**src/hw/rtl/ird_pkg.sv**
```systemverilog
package ird_pkg;

  localparam int TABLE_DEPTH_DEF = 64;

  // request commands
  localparam logic [1:0] CMD_REMOVE = 2'd0;
  localparam logic [1:0] CMD_TRADE  = 2'd1;
  localparam logic [1:0] CMD_ADD    = 2'd2;

  // configuration register indexes
  localparam logic [1:0] REG_WINDOW = 2'd0;
  localparam logic [1:0] REG_MINQTY = 2'd1;
  localparam logic [1:0] REG_TOL    = 2'd2;

  localparam logic [15:0] WINDOW_RST = 16'd500;
  localparam logic [31:0] MINQTY_RST = 32'd300;
  localparam logic [9:0]  TOL_RST    = 10'd10;

  // cell operations
  localparam logic [2:0] OP_NOP    = 3'd0;
  localparam logic [2:0] OP_PURGE  = 3'd1;
  localparam logic [2:0] OP_TRADE  = 3'd2;
  localparam logic [2:0] OP_ERASE  = 3'd3;
  localparam logic [2:0] OP_SWAP   = 3'd4;
  localparam logic [2:0] OP_APPEND = 3'd5;

  typedef struct packed {
    logic [31:0] price;
    logic [15:0] agent;
    logic [47:0] tstamp;
    logic        traded;
  } slot_t;

  typedef struct packed {
    logic [2:0]  op;
    logic        phase;
    logic        full;
    logic [31:0] price;
    logic [9:0]  tol;
    logic [47:0] now;
    logic [17:0] thresh;
    slot_t       new_slot;
  } cell_ctl_t;

endpackage

```
**src/hw/rtl/ird_cell.sv**
```systemverilog
module ird_cell #(
  parameter int IDX  = 0,
  parameter int LAST = 0
) (
  input  logic              clk,
  input  logic              rst_n,
  input  ird_pkg::cell_ctl_t ctl,
  input  logic              left_valid,
  input  ird_pkg::slot_t    left_slot,
  input  logic              right_valid,
  input  ird_pkg::slot_t    right_slot,
  output logic              valid,
  output ird_pkg::slot_t    slot,
  output logic              match
);

  localparam logic PAR = 1'(IDX % 2);
  localparam bit IS_LAST = (IDX == LAST);

  logic           valid_r, valid_nxt;
  ird_pkg::slot_t slot_r, slot_nxt;
  logic [31:0]    pdiff;
  logic [47:0]    tdiff;
  logic           stale;

  // price distance and age against broadcast request
  assign pdiff = (ctl.price >= slot_r.price) ? ctl.price - slot_r.price
                                             : slot_r.price - ctl.price;
  assign match = valid_r && (pdiff < {22'd0, ctl.tol});
  assign tdiff = ctl.now - slot_r.tstamp;
  assign stale = $signed(tdiff) > $signed({30'd0, ctl.thresh});

  // apply operation
  always_comb begin
    valid_nxt = valid_r;
    slot_nxt  = slot_r;
    unique case (ctl.op)
      ird_pkg::OP_PURGE: if (stale) valid_nxt = 1'b0;
      ird_pkg::OP_TRADE: if (match) slot_nxt.traded = 1'b1;
      ird_pkg::OP_ERASE: if (match) valid_nxt = 1'b0;
      ird_pkg::OP_SWAP: begin
        if (PAR == ctl.phase) begin
          if (!valid_r && right_valid) begin
            valid_nxt = 1'b1;
            slot_nxt  = right_slot;
          end
        end else if (IDX > 0) begin
          if (!left_valid && valid_r) begin
            valid_nxt = 1'b0;
            slot_nxt  = left_slot;
          end
        end
      end
      ird_pkg::OP_APPEND: begin
        if (ctl.full) begin
          valid_nxt = 1'b1;
          slot_nxt  = IS_LAST ? ctl.new_slot : right_slot;
        end else if (!valid_r && left_valid) begin
          valid_nxt = 1'b1;
          slot_nxt  = ctl.new_slot;
        end
      end
      default: ;
    endcase
  end

  always_ff @(posedge clk) begin
    if (!rst_n) begin
      valid_r <= 1'b0;
    end else begin
      valid_r <= valid_nxt;
    end
  end

  always_ff @(posedge clk) begin
    slot_r <= slot_nxt;
  end

  assign valid = valid_r;
  assign slot  = slot_r;

endmodule

```
**config.mk**
```make
export PLATFORM = sky130hd
export DESIGN_NAME = ird_cell
export DESIGN_NICKNAME = d
export VERILOG_FILES = /design/src/hw/rtl/ird_pkg.sv /design/src/hw/rtl/ird_cell.sv
export SDC_FILE = /design/constraint.sdc
export NUM_CORES = 1
export LEC_CHECK = 0
export BUFFER_PORTS_ARGS = -buffer_cell sky130_fd_sc_hd__buf_2
export CORE_AREA = 2 2 199 201
export DETAILED_ROUTE_END_ITERATION = 10
export DIE_AREA = 0 0 201 203
export PLACE_DENSITY = 0.59
export RECOVER_POWER = 25
export SETUP_SLACK_MARGIN = 0.5
export SLEW_MARGIN = 20
export SYNTH_ARGS = -nofsm -noshare
export SYNTH_HDL_FRONTEND = slang
export SYNTH_SLANG_ARGS = --single-unit
```
**constraint.sdc**
```tcl
create_clock -name clk -period 8 [get_ports clk]
set_clock_uncertainty 0.2 [all_clocks]
set_input_delay 0 -clock clk [delete_from_list [all_inputs] [get_ports clk]]
set_output_delay 0 -clock clk [all_outputs]
set_load 0.005 [all_outputs]
```
==> results.py, run 1 <==
metrics = {
    "run_status": {
        "status": "finished clean",
    },
    "power": {
        "leakage_nw": 7.59,
        "switching_power_w": 0.000661,
        "switching_share_pct": 35.1,
        "power.total_w": 0.00188,
        "peakVddDrop_mv": 0.122,
        "p_per_area_mw_per_mm2": 114,
        "comb_power_share_pct": 43.5,
        "cell_internal_pwr_w": 0.00122,
        "pwr-share-seq_pct": 32.0,
        "clock_power_share_pct": 24.5,
    },
    "sta": {
        "slew_violations": 0,
        "slew-limit-headroom_pct": 20.9,
        "fmax_ghz": 0.145,
        "setup_ws_ns": 1.12,
        "final-setup-viol-count": 0,
        "finalHoldViolCount": 0,
        "period_needed_ns": 6.88,
        "rsz0062_at_grt": "no",
        "finalCritPeriodShare_pct": 86.0,
        "worst-slew-pin-transition_ns": 1.16,
        "fin_tns_setup_ns": 0,
    },
    "global_routing": {
        "grtUsageMet3_pct": 4.83,
        "busiest_layer": "met2",
        "grt_antenna_before_repair": 4,
        "grt_usage_pct": 21.2,
        "met1_usage_pct": 23.4,
        "grt_pass1_vias": 13100,
        "grt_use_met2_pct": 39.5,
        "grt_pass1_wl_mm": 68.5,
        "grt_overflow": 0,
        "grt_max_degree": 65,
    },
    "floorplanning": {
        "io-pin-count": 507,
        "rows": 72,
        "dieArea_mm2": 0.0408,
        "start_util_pct": 30.8,
        "fp.dieW_um": 201,
        "die_h_um": 203,
        "core_mm2": 0.0385,
    },
    "drt": {
        "wire_per_inst_um": 17.8,
        "first_pass_iters": 5,
        "vias": 12700,
        "drc": 0,
        "avgViaCountPerCell": 5.13,
        "postRouteAntennaNets": 0,
        "drtIter0Drc": 862,
        "wl_mm": 44.2,
    },
    "worst_setup_path": {
        "path_max_fanout": 12,
        "critical_path_buf_inv_count": 1,
        "critPathLaunchType": "flop",
        "required_ns": 7.90,
        "crit_type": "reg -> reg",
        "critPathCaptureType": "flop",
        "path_delay_family": "simple AND/OR/NAND/NOR gates",
        "crit_path_top_delay_cell": "ha_1",
        "critPathMostFrequentCell": "ha_1",
        "cp_data_arrival_time_ns": 6.78,
        "slowest_delay_ns": 0.57,
        "path_cells": "ha_1 -> nand4_1 -> nor3_1 -> o211ai_1 -> a31oi_2 -> or2_1 -> a31o_2 -> o22ai_1 -> a221oi_1 -> xnor2_1 -> ha_1 -> o21a_1 -> o31ai_1 -> a21oi_1 -> nor3b_1 -> nand3_1 -> or4_1 -> nor4b_2 -> and4_1 -> a31o_1 -> dlygate4sd3_1",
    },
    "clock_network": {
        "tritoncts": "built",
        "clk_latency_ns": 0.39,
        "htreeDepth": 3,
        "clkSlewWorstSetupHoldPaths_ns": 0.07,
        "clock-sinks": 98,
        "root_buffer": "clkbuf_16",
        "ctsLongestPathBuffers": 2,
        "cts_buffers": 9,
    },
    "yosys": {
        "syn_area_per_cell_um2": 8.55,
        "ys_types": 81,
        "synthArstFlopShare_pct": 0,
        "synthCells": 1386,
        "ys_seq_area_share_pct": 24.8,
        "synthFlopType": "edfxtp_1",
        "syn-num-nets": 1934,
        "synth-edff-count": 97,
        "syn-cell-area_mm2": 0.0118,
        "ys_ff_latch": 98,
        "ys_warn_count": 0,
    },
    "cells_and_area": {
        "n_fill_cell": 3881,
        "layout_commonest_cell": "buf_2",
        "fin_area_mm2": 0.0166,
        "areaGrowthSynthToFinish_pct": 39.7,
        "drive_gt1_share_pct": 25.3,
        "layout.nets": 2501,
        "final_cell_mix": "buf_2 (351), dlygate4sd3_1 (198), inv_1 (164), ha_1 (137), a21oi_1 (117)",
    },
    "placement": {
        "io_buffer_count": 409,
        "pre_cts_ws_ns": 1.73,
        "place_area_mm2": 0.0143,
        "dpl.hpwl_mm": 34.5,
        "gp_congestion": 0.936,
    },
    "job": {
        "maxCapViolations": 0,
    },
    "hold_path": {
        "hold_path.class": "in -> reg",
    },
}
-- kinds of logic after synthesis --
kind of cell               synth area share (%)
adders and majority gates                  15.0
and+or+nand+nor                            15.2
buffers and inverters                      7.31
AOI/OAI and AO/OA                          22.6
DFF                                        24.8
xor gates and xnor gates                   4.36
muxes                                      10.8
-- power by group through the flow --
stage	combinational, W	sequential [W]	clock [W]
after floorplan	0.000483	0.000615	0
after global placement	0.000718	0.000613	0
after detailed placement	0.000722	0.000614	0
after CTS	0.000813	0.000602	0.000481
after global routing	0.000903	0.000605	0.000497
final	0.000819	0.000602	0.000461
-- metal layers --
layer | vias up | routed length [µm]
met5 | - | 0
met2 | 463 | 22700
met3 | 77 | 2830
met4 | 0 | 1350
li1 | 6224 | -
met1 | 5960 | 17400
-- Yosys cell counts (7+ instances only) --
library cell  number  share of area (%)
a211oi_1          14               0.89
clkbuf_1          35                1.1
and2_1             7               0.37
or3_1              8               0.42
nor2b_1           14               0.74
mux2i_1           16                1.4
nor4_1             8               0.42
a211o_1            7               0.52
nor2_1            72                2.3
xor2_1            24                1.8
edfxtp_1          97                 25
a21o_1            43                2.7
and4_1            11               0.81
buf_2             14               0.59
xnor2_1           35                2.6
o21a_1            22                1.4
nand4_1           33                1.7
ha_1             137                 14
o21ai_0           58                2.5
nor3_1            29                1.2
and3_1            14               0.74
o211ai_1          15               0.95
mux2_2            99                9.4
nand2_1           96                3.0
inv_1            164                5.2
a221oi_1           8               0.59
o21bai_1          16                1.0
nand3_1           30                1.3
a31oi_1           11               0.58
a21oi_1          117                4.9
o21ai_1           12               0.51
-- flip-flops by register name (all words and copies together), names as in the netlist --
signal  count
valid       1
slot       97
-- worst paths after layout --
kind	from	endpoint	slack [ns]	cells past startpoint
setup / recovery	slot[88]	slot[0]	1.12	21
hold / removal	ctl[160]	valid	0.11	5
setup reg to reg	slot[88]	slot[0]	1.12	21
hold reg to reg	slot[38]	valid	0.94	6
-- what timing repair did --
| item | 4_1_cts | 5_1_grt |
|---|---|---|
| hold endpoints to repair | 99 | 0 |
| hold buffers | 198 | 0 |
| setup buffers | 0 | 0 |
| resized for setup | 0 | 0 |
-- tightest hold or removal path, stage by stage --
cell	delay (ns)
buf_2	0.08
ha_1	0.19
nor2_1	0.06
nor3_1	0.17
a31o_1	0.16
-- per-stage QoR --
step	std cells	utilization, %	hold slack (ns)
detailed placement	2262	37.3	0.104
finish	2480	43.0	0.114
global route	2480	43.0	0.161
CTS	2476	43.2	0.0860
floorplan	1386	-	-0.00214
global placement	2262	37.3	0.0895
-- final cells by class --
class	count	area [µm²]	area share [%]
clock buffer	11	233	1.41
tap	518	648	3.92
antenna	4	10.0	0.0605
clock inverter	5	55.1	0.333
timing repair buffer	613	4000	24.2
multi-input combinational	1066	8060	48.7
inverter	165	619	3.74
sequential	98	2930	17.7
(Power assumes the default switching activity.)
==> inputs of run 2 (changes only) <==
HOLD_SLACK_MARGIN = 0.15   (was default)
==> run 2 against run 1 <==
  * Utilization rose by 0.11 points
  * Sequential power barely moved
  * Design area increased by 0.26%
  * First-iteration DRC count shrank 11%
  * Die area did not move
  * Final cell count rose by 0.12%
  * Count of clock-buffer cells in the layout unchanged
  * Highest routed layer unchanged
==> results.py, run 2 (synthesis results as in run 1) <==
metrics = {
    "clock_network": {
        "root_buffer": "clkbuf_16",
        "cts_buffers": 9,
        "htreeDepth": 3,
        "clk_latency_ns": 0.39,
        "clkSlewWorstSetupHoldPaths_ns": 0.08,
        "clock-sinks": 98,
        "tritoncts": "built",
        "post_cts_buffers": 0,
        "ctsLongestPathBuffers": 2,
    },
    "hold_path": {
        "hold_path.class": "in -> reg",
    },
    "power": {
        "clock_power_share_pct": 24.5,
        "cell_internal_pwr_w": 0.00122,
        "peakVddDrop_mv": 0.123,
        "pwr-share-seq_pct": 31.9,
        "p_per_area_mw_per_mm2": 114,
        "switching_share_pct": 35.2,
        "comb_power_share_pct": 43.5,
        "switching_power_w": 0.000663,
        "leakage_nw": 7.61,
        "power.total_w": 0.00189,
    },
    "worst_setup_path": {
        "critPathMostFrequentCell": "dlygate4sd3_1",
        "path_max_fanout": 12,
        "critPathLaunchType": "flop",
        "critical_path_buf_inv_count": 3,
        "path_cells": "ha_1 -> nand4_1 -> nor3_2 -> o211ai_1 -> a31oi_4 -> or2_1 -> a31o_2 -> o22ai_1 -> a221oi_1 -> xnor2_1 -> ha_1 -> o21a_1 -> o31ai_1 -> a21oi_1 -> nor3b_1 -> o2111ai_1 -> nor4_1 -> dlygate4sd3_1 -> nor2_1 -> dlygate4sd3_1 -> a31o_1 -> dlygate4sd3_1",
        "cp_data_arrival_time_ns": 7.12,
        "path_delay_family": "compound AO/OA/AOI/OAI gates",
        "required_ns": 8.07,
        "crit_type": "reg -> reg",
        "crit_path_top_delay_cell": "dlygate4sd3_1",
        "slowest_delay_ns": 0.62,
        "critPathCaptureType": "flop",
    },
    "cells_and_area": {
        "n_fill_cell": 3880,
        "multi_input_area_mm2": 0.00807,
        "layout_commonest_cell": "buf_2",
        "finalNonFillerCells": 2483,
        "areaGrowthSynthToFinish_pct": 40.1,
        "largest_reg_flops": 97,
        "final_cell_mix": "buf_2 (351), dlygate4sd3_1 (201), inv_1 (164), ha_1 (137), a21oi_1 (117)",
        "layout.nets": 2504,
        "drive_gt1_share_pct": 25.3,
        "register_area_mm2": 0.00293,
    },
    "run_status": {
        "status": "finished clean",
    },
    "drt": {
        "wl_mm": 44.3,
        "first_pass_iters": 5,
        "drc": 0,
        "vias": 12700,
        "drtIter0Drc": 768,
        "wire_per_inst_um": 17.8,
        "postRouteAntennaNets": 0,
        "avgViaCountPerCell": 5.12,
    },
    "floorplanning": {
        "rows": 72,
        "die_h_um": 203,
        "dieArea_mm2": 0.0408,
        "core_mm2": 0.0385,
        "fp.dieW_um": 201,
        "start_util_pct": 30.8,
        "io-pin-count": 507,
    },
    "sta": {
        "worst-slew-pin-transition_ns": 1.08,
        "final-setup-viol-count": 0,
        "holdWs_ns": 0.201,
        "slew_violations": 0,
        "finalHoldViolCount": 0,
        "finalCritPeriodShare_pct": 88.1,
        "fin_tns_setup_ns": 0,
        "rsz0062_at_grt": "no",
        "fmax_ghz": 0.142,
        "setup_ws_ns": 0.952,
        "slew-limit-headroom_pct": 26.4,
        "period_needed_ns": 7.05,
    },
    "job": {
        "maxCapViolations": 0,
    },
    "global_routing": {
        "grt_antenna_before_repair": 4,
        "grt_pass1_wl_mm": 68.6,
        "grt_overflow": 0,
        "grt_pass1_vias": 13100,
        "grt_usage_pct": 21.2,
        "grt_max_degree": 65,
    },
    "placement": {
        "dpl.hpwl_mm": 34.5,
        "gp_congestion": 0.936,
        "pre_cts_ws_ns": 1.73,
        "post-place-cells": 2262,
        "io_buffer_count": 409,
    },
}
==> run 2: path summary, 6_finish.rpt <==
kind	depth (start not counted)	to	slack, ns	startpoint
setup / recovery	22	valid	0.95	slot[88]
hold / removal	4	slot[37]	0.20	ctl[205]
setup reg to reg	22	valid	0.95	slot[88]
hold reg to reg	3	slot[37]	1.06	valid
==> run 2: metrics by stage <==
stage                     cell area (µm²)  utilization [%]
after detailed placement            14300             37.3
after CTS                           16600             43.3
after global placement              14300             37.3
after floorplan                     11800                -
after global routing                16600             43.1
final                               16600             43.1
==> run 2: worst reg2reg max path: cells and delay by family (launching register included) <==
kind,cells,cell delay [ns]
flip-flops,1,0.43
AND/OR/NAND/NOR,6,1.58
XOR/XNOR,1,0.18
AO/OA/AOI/OAI,10,2.00
buffers and inverters,3,1.71
adder cells (fa/ha/maj),2,0.83
==> run 2: final cells by class <==
type / count / share of cell area [%]
Timing Repair Buffer: 616 / 24.3
Clock buffer: 11 / 1.40
Inverter: 165 / 3.73
Multi-Input combinational cell: 1066 / 48.6
Tap cell: 518 / 3.90
Antenna cell: 4 / 0.0603
Sequential cell: 98 / 17.7
Clock inverter: 5 / 0.332
==> run 2: repair_timing <==
action,in CTS,in global routing
endpoints found under the setup margin,0,1
gates resized for setup,0,2
hold endpoints to repair,99,0
hold buffers,201,0
==> run 2: routing by layer <==
layer,share of wire [%],vias to the layer above,track usage [%]
met1,39,5933,23.4
li1,-,6227,-
met5,0,-,0
met4,3.0,0,7.94
met3,6.4,77,4.83
met2,51,477,39.5
==> run 2: power groups by stage <==
| stage | registers (W) | logic [W] | clock network [W] |
|---|---|---|---|
| 4_1_cts | 0.000602 | 0.000814 | 0.000481 |
| 5_1_grt | 0.000605 | 0.000904 | 0.000497 |
| 3_5_place_dp | 0.000614 | 0.000722 | 0 |
| 2_1_floorplan | 0.000615 | 0.000483 | 0 |
| 3_3_place_gp | 0.000613 | 0.000718 | 0 |
| 6_report | 0.000602 | 0.000821 | 0.000463 |
==> inputs of run 3 (changes only) <==
CORE_AREA = default   (was 2 2 199 201)
CORE_ASPECT_RATIO = 0.8   (was default)
CORE_MARGIN = 8   (was default)
CORE_UTILIZATION = 35   (was default)
DIE_AREA = default   (was 0 0 201 203)
PLACE_DENSITY = 0.65   (was 0.59)
clock period = 7.1 ns   (was 8 ns; I/O delays follow)
==> run 3 against run 2 <==
  * First-iteration DRC count is 31% higher
  * Final cell count is 3.0% lower
  * Combinational power is 15% higher
  * Count of clock-buffer cells in the layout is 2 lower
  * Sequential power is 13% higher
  * Critical path depth is 1 lower
  * Via count is 3.2% higher
  * Clock power is 11% higher
  * Worst setup slack worse by 0.052 ns
  * Sequential cell count stayed put
  * Utilization is 6.5 points higher
  * Largest cell class unchanged
  * Largest power group unchanged
==> results.py, run 3 (synthesis results as in run 1) <==
metrics = {
    "run_status": {
        "status": "finished clean",
    },
    "drt": {
        "avgViaCountPerCell": 5.44,
        "drc": 0,
        "wl_mm": 47.3,
        "met2WireLength_mm": 22.9,
        "drtIter0Drc": 1008,
        "wl_met3_mm": 3.37,
        "vias": 13100,
        "wire_per_inst_um": 19.7,
        "postRouteAntennaNets": 0,
        "m1WireLength_mm": 19.7,
        "dr.max_layer_used": "met5",
        "first_pass_iters": 5,
    },
    "power": {
        "peakVddDrop_mv": 0.0953,
        "p_per_area_mw_per_mm2": 129,
        "power.total_w": 0.00214,
        "leakage_nw": 7.59,
    },
    "cells_and_area": {
        "layout_commonest_cell": "buf_2",
        "fin_area_mm2": 0.0166,
        "largest_reg_flops": 97,
        "areaGrowthSynthToFinish_pct": 40.2,
        "n_fill_cell": 3203,
        "final_cell_mix": "buf_2 (345), dlygate4sd3_1 (204), inv_1 (164), ha_1 (126), a21oi_1 (117)",
        "finalNonFillerCells": 2409,
        "layout.nets": 2508,
        "drive_gt1_share_pct": 25.8,
    },
    "global_routing": {
        "grt_pass1_wl_mm": 73.3,
        "grt_pass1_vias": 13400,
        "grt_usage_pct": 22.5,
        "grt_overflow": 0,
        "grt_max_degree": 57,
        "grt_antenna_before_repair": 11,
    },
    "worst_setup_path": {
        "critPathCaptureType": "flop",
        "required_ns": 6.99,
        "path_depth": 21,
        "worst_r2r_endpoint": "slot[0]",
        "path_delay_family": "compound AO/OA/AOI/OAI gates",
        "critical_path_buf_inv_count": 1,
        "crit_type": "reg -> reg",
        "reg2reg_from": "slot[82]",
        "path_max_fanout": 12,
        "critPathLaunchType": "flop",
        "r2r_setup_slack_ns": 0.90,
        "rr_worst_depth": 21,
        "crit_path_top_delay_cell": "dlygate4sd3_1",
        "path_cells": "ha_2 -> a21o_1 -> a31oi_4 -> o221ai_2 -> a211o_2 -> or2_1 -> o21ai_0 -> xnor2_1 -> ha_1 -> and3_1 -> a21oi_1 -> o21ai_0 -> o31ai_1 -> a21oi_1 -> nor3b_1 -> nand3_1 -> or4_1 -> nor4b_2 -> and4_1 -> a31o_1 -> dlygate4sd3_1",
        "slowest_delay_ns": 0.55,
        "cp_data_arrival_time_ns": 6.09,
    },
    "hold_path": {
        "min_path_cells": 4,
        "min_from": "ctl[205]",
        "whs_endpoint": "slot[95]",
        "hold_path.class": "in -> reg",
    },
    "placement": {
        "place_area_mm2": 0.0142,
        "dpl.hpwl_mm": 36.3,
        "gp_congestion": 0.929,
        "io_buffer_count": 409,
        "post-place-cells": 2179,
    },
    "floorplanning": {
        "rows": 60,
        "start_util_pct": 35.4,
        "die_h_um": 181,
        "io-pin-count": 507,
        "core_mm2": 0.0335,
        "dieArea_mm2": 0.0400,
        "fp.dieW_um": 222,
    },
    "clock_network": {
        "cts_buffers": 9,
        "htreeDepth": 3,
        "ctsLongestPathBuffers": 2,
        "root_buffer": "clkbuf_16",
        "clock-sinks": 98,
        "clkSlewWorstSetupHoldPaths_ns": 0.08,
        "clk_latency_ns": 0.38,
        "tritoncts": "built",
    },
    "job": {
        "maxCapViolations": 0,
    },
    "sta": {
        "finalCritPeriodShare_pct": 87.3,
        "final-setup-viol-count": 0,
        "worst-slew-pin-transition_ns": 0.849,
        "period_needed_ns": 6.20,
        "slew-limit-headroom_pct": 41.9,
        "rsz0062_at_grt": "no",
        "fin_tns_setup_ns": 0,
        "slew_violations": 0,
        "holdWs_ns": 0.228,
        "fmax_ghz": 0.161,
        "finalHoldViolCount": 0,
    },
}
[run 3: cell count changes in the layout (fill, tap and decap cells not counted), moves of 2 or more]
cell	delta
diode_2	+6
ha_4	+3
ha_1	-11
clkbuf_1	+4
inv_8	+2
ha_2	+8
inv_6	+2
buf_2	-6
dlygate4sd3_1	+3
[run 3: per-stage QoR]
stage,setup slack (ns),util (%)
global placement,1.20,42.6
CTS,0.589,49.5
floorplan,1.27,-
detailed placement,1.18,42.6
finish,0.901,49.6
global route,0.494,49.6
[run 3: report_power, final]
part           internal [W]  total (W)  switching, W
sequential         0.000665   0.000679     0.0000135
combinational      0.000448   0.000946      0.000498
clock              0.000245   0.000512      0.000267
[run 3: worst max path at each step]
| stage | endpoint | startpoint | slack, ns |
|---|---|---|---|
| 2_1_floorplan | valid | ctl[207] | 1.27 |
| 3_3_place_gp | slot[0] | slot[85] | 1.20 |
| 3_5_place_dp | slot[0] | slot[85] | 1.18 |
| 4_1_cts | slot[0] | slot[85] | 0.59 |
| 5_1_grt | slot[0] | slot[87] | 0.49 |
| 6_report | slot[0] | slot[82] | 0.90 |
[run 3: per-layer routing]
layer | global-route usage (%) | vias to the layer above
li1 | - | 6262
met1 | 27.5 | 6184
met2 | 38.5 | 581
met3 | 4.98 | 88
met4 | 7.86 | 2
met5 | 0 | -
[run 3: final cells by class]
type,count,area (µm²),share of cell area [%]
sequential,98,2930,17.7
multi-input combinational,1066,8150,49.0
clock inverter,7,60.1,0.362
timing repair buffer,620,4060,24.4
tap,434,543,3.27
clock buffer,9,225,1.36
antenna,10,25.0,0.151
inverter,165,619,3.73
[run 3: repair_timing]
action                                  CTS  global route
endpoints found under the hold margin    99             0
endpoints found under the setup margin    0             3
gates resized for setup                   0            20
hold buffers                            204             0
buffers inserted                          0             0
[run 3: worst min-delay path, cell delays in order]
cell	delay, ns
buf_2	0.10
nand2_1	0.10
a21oi_4	0.06
buf_4	0.29
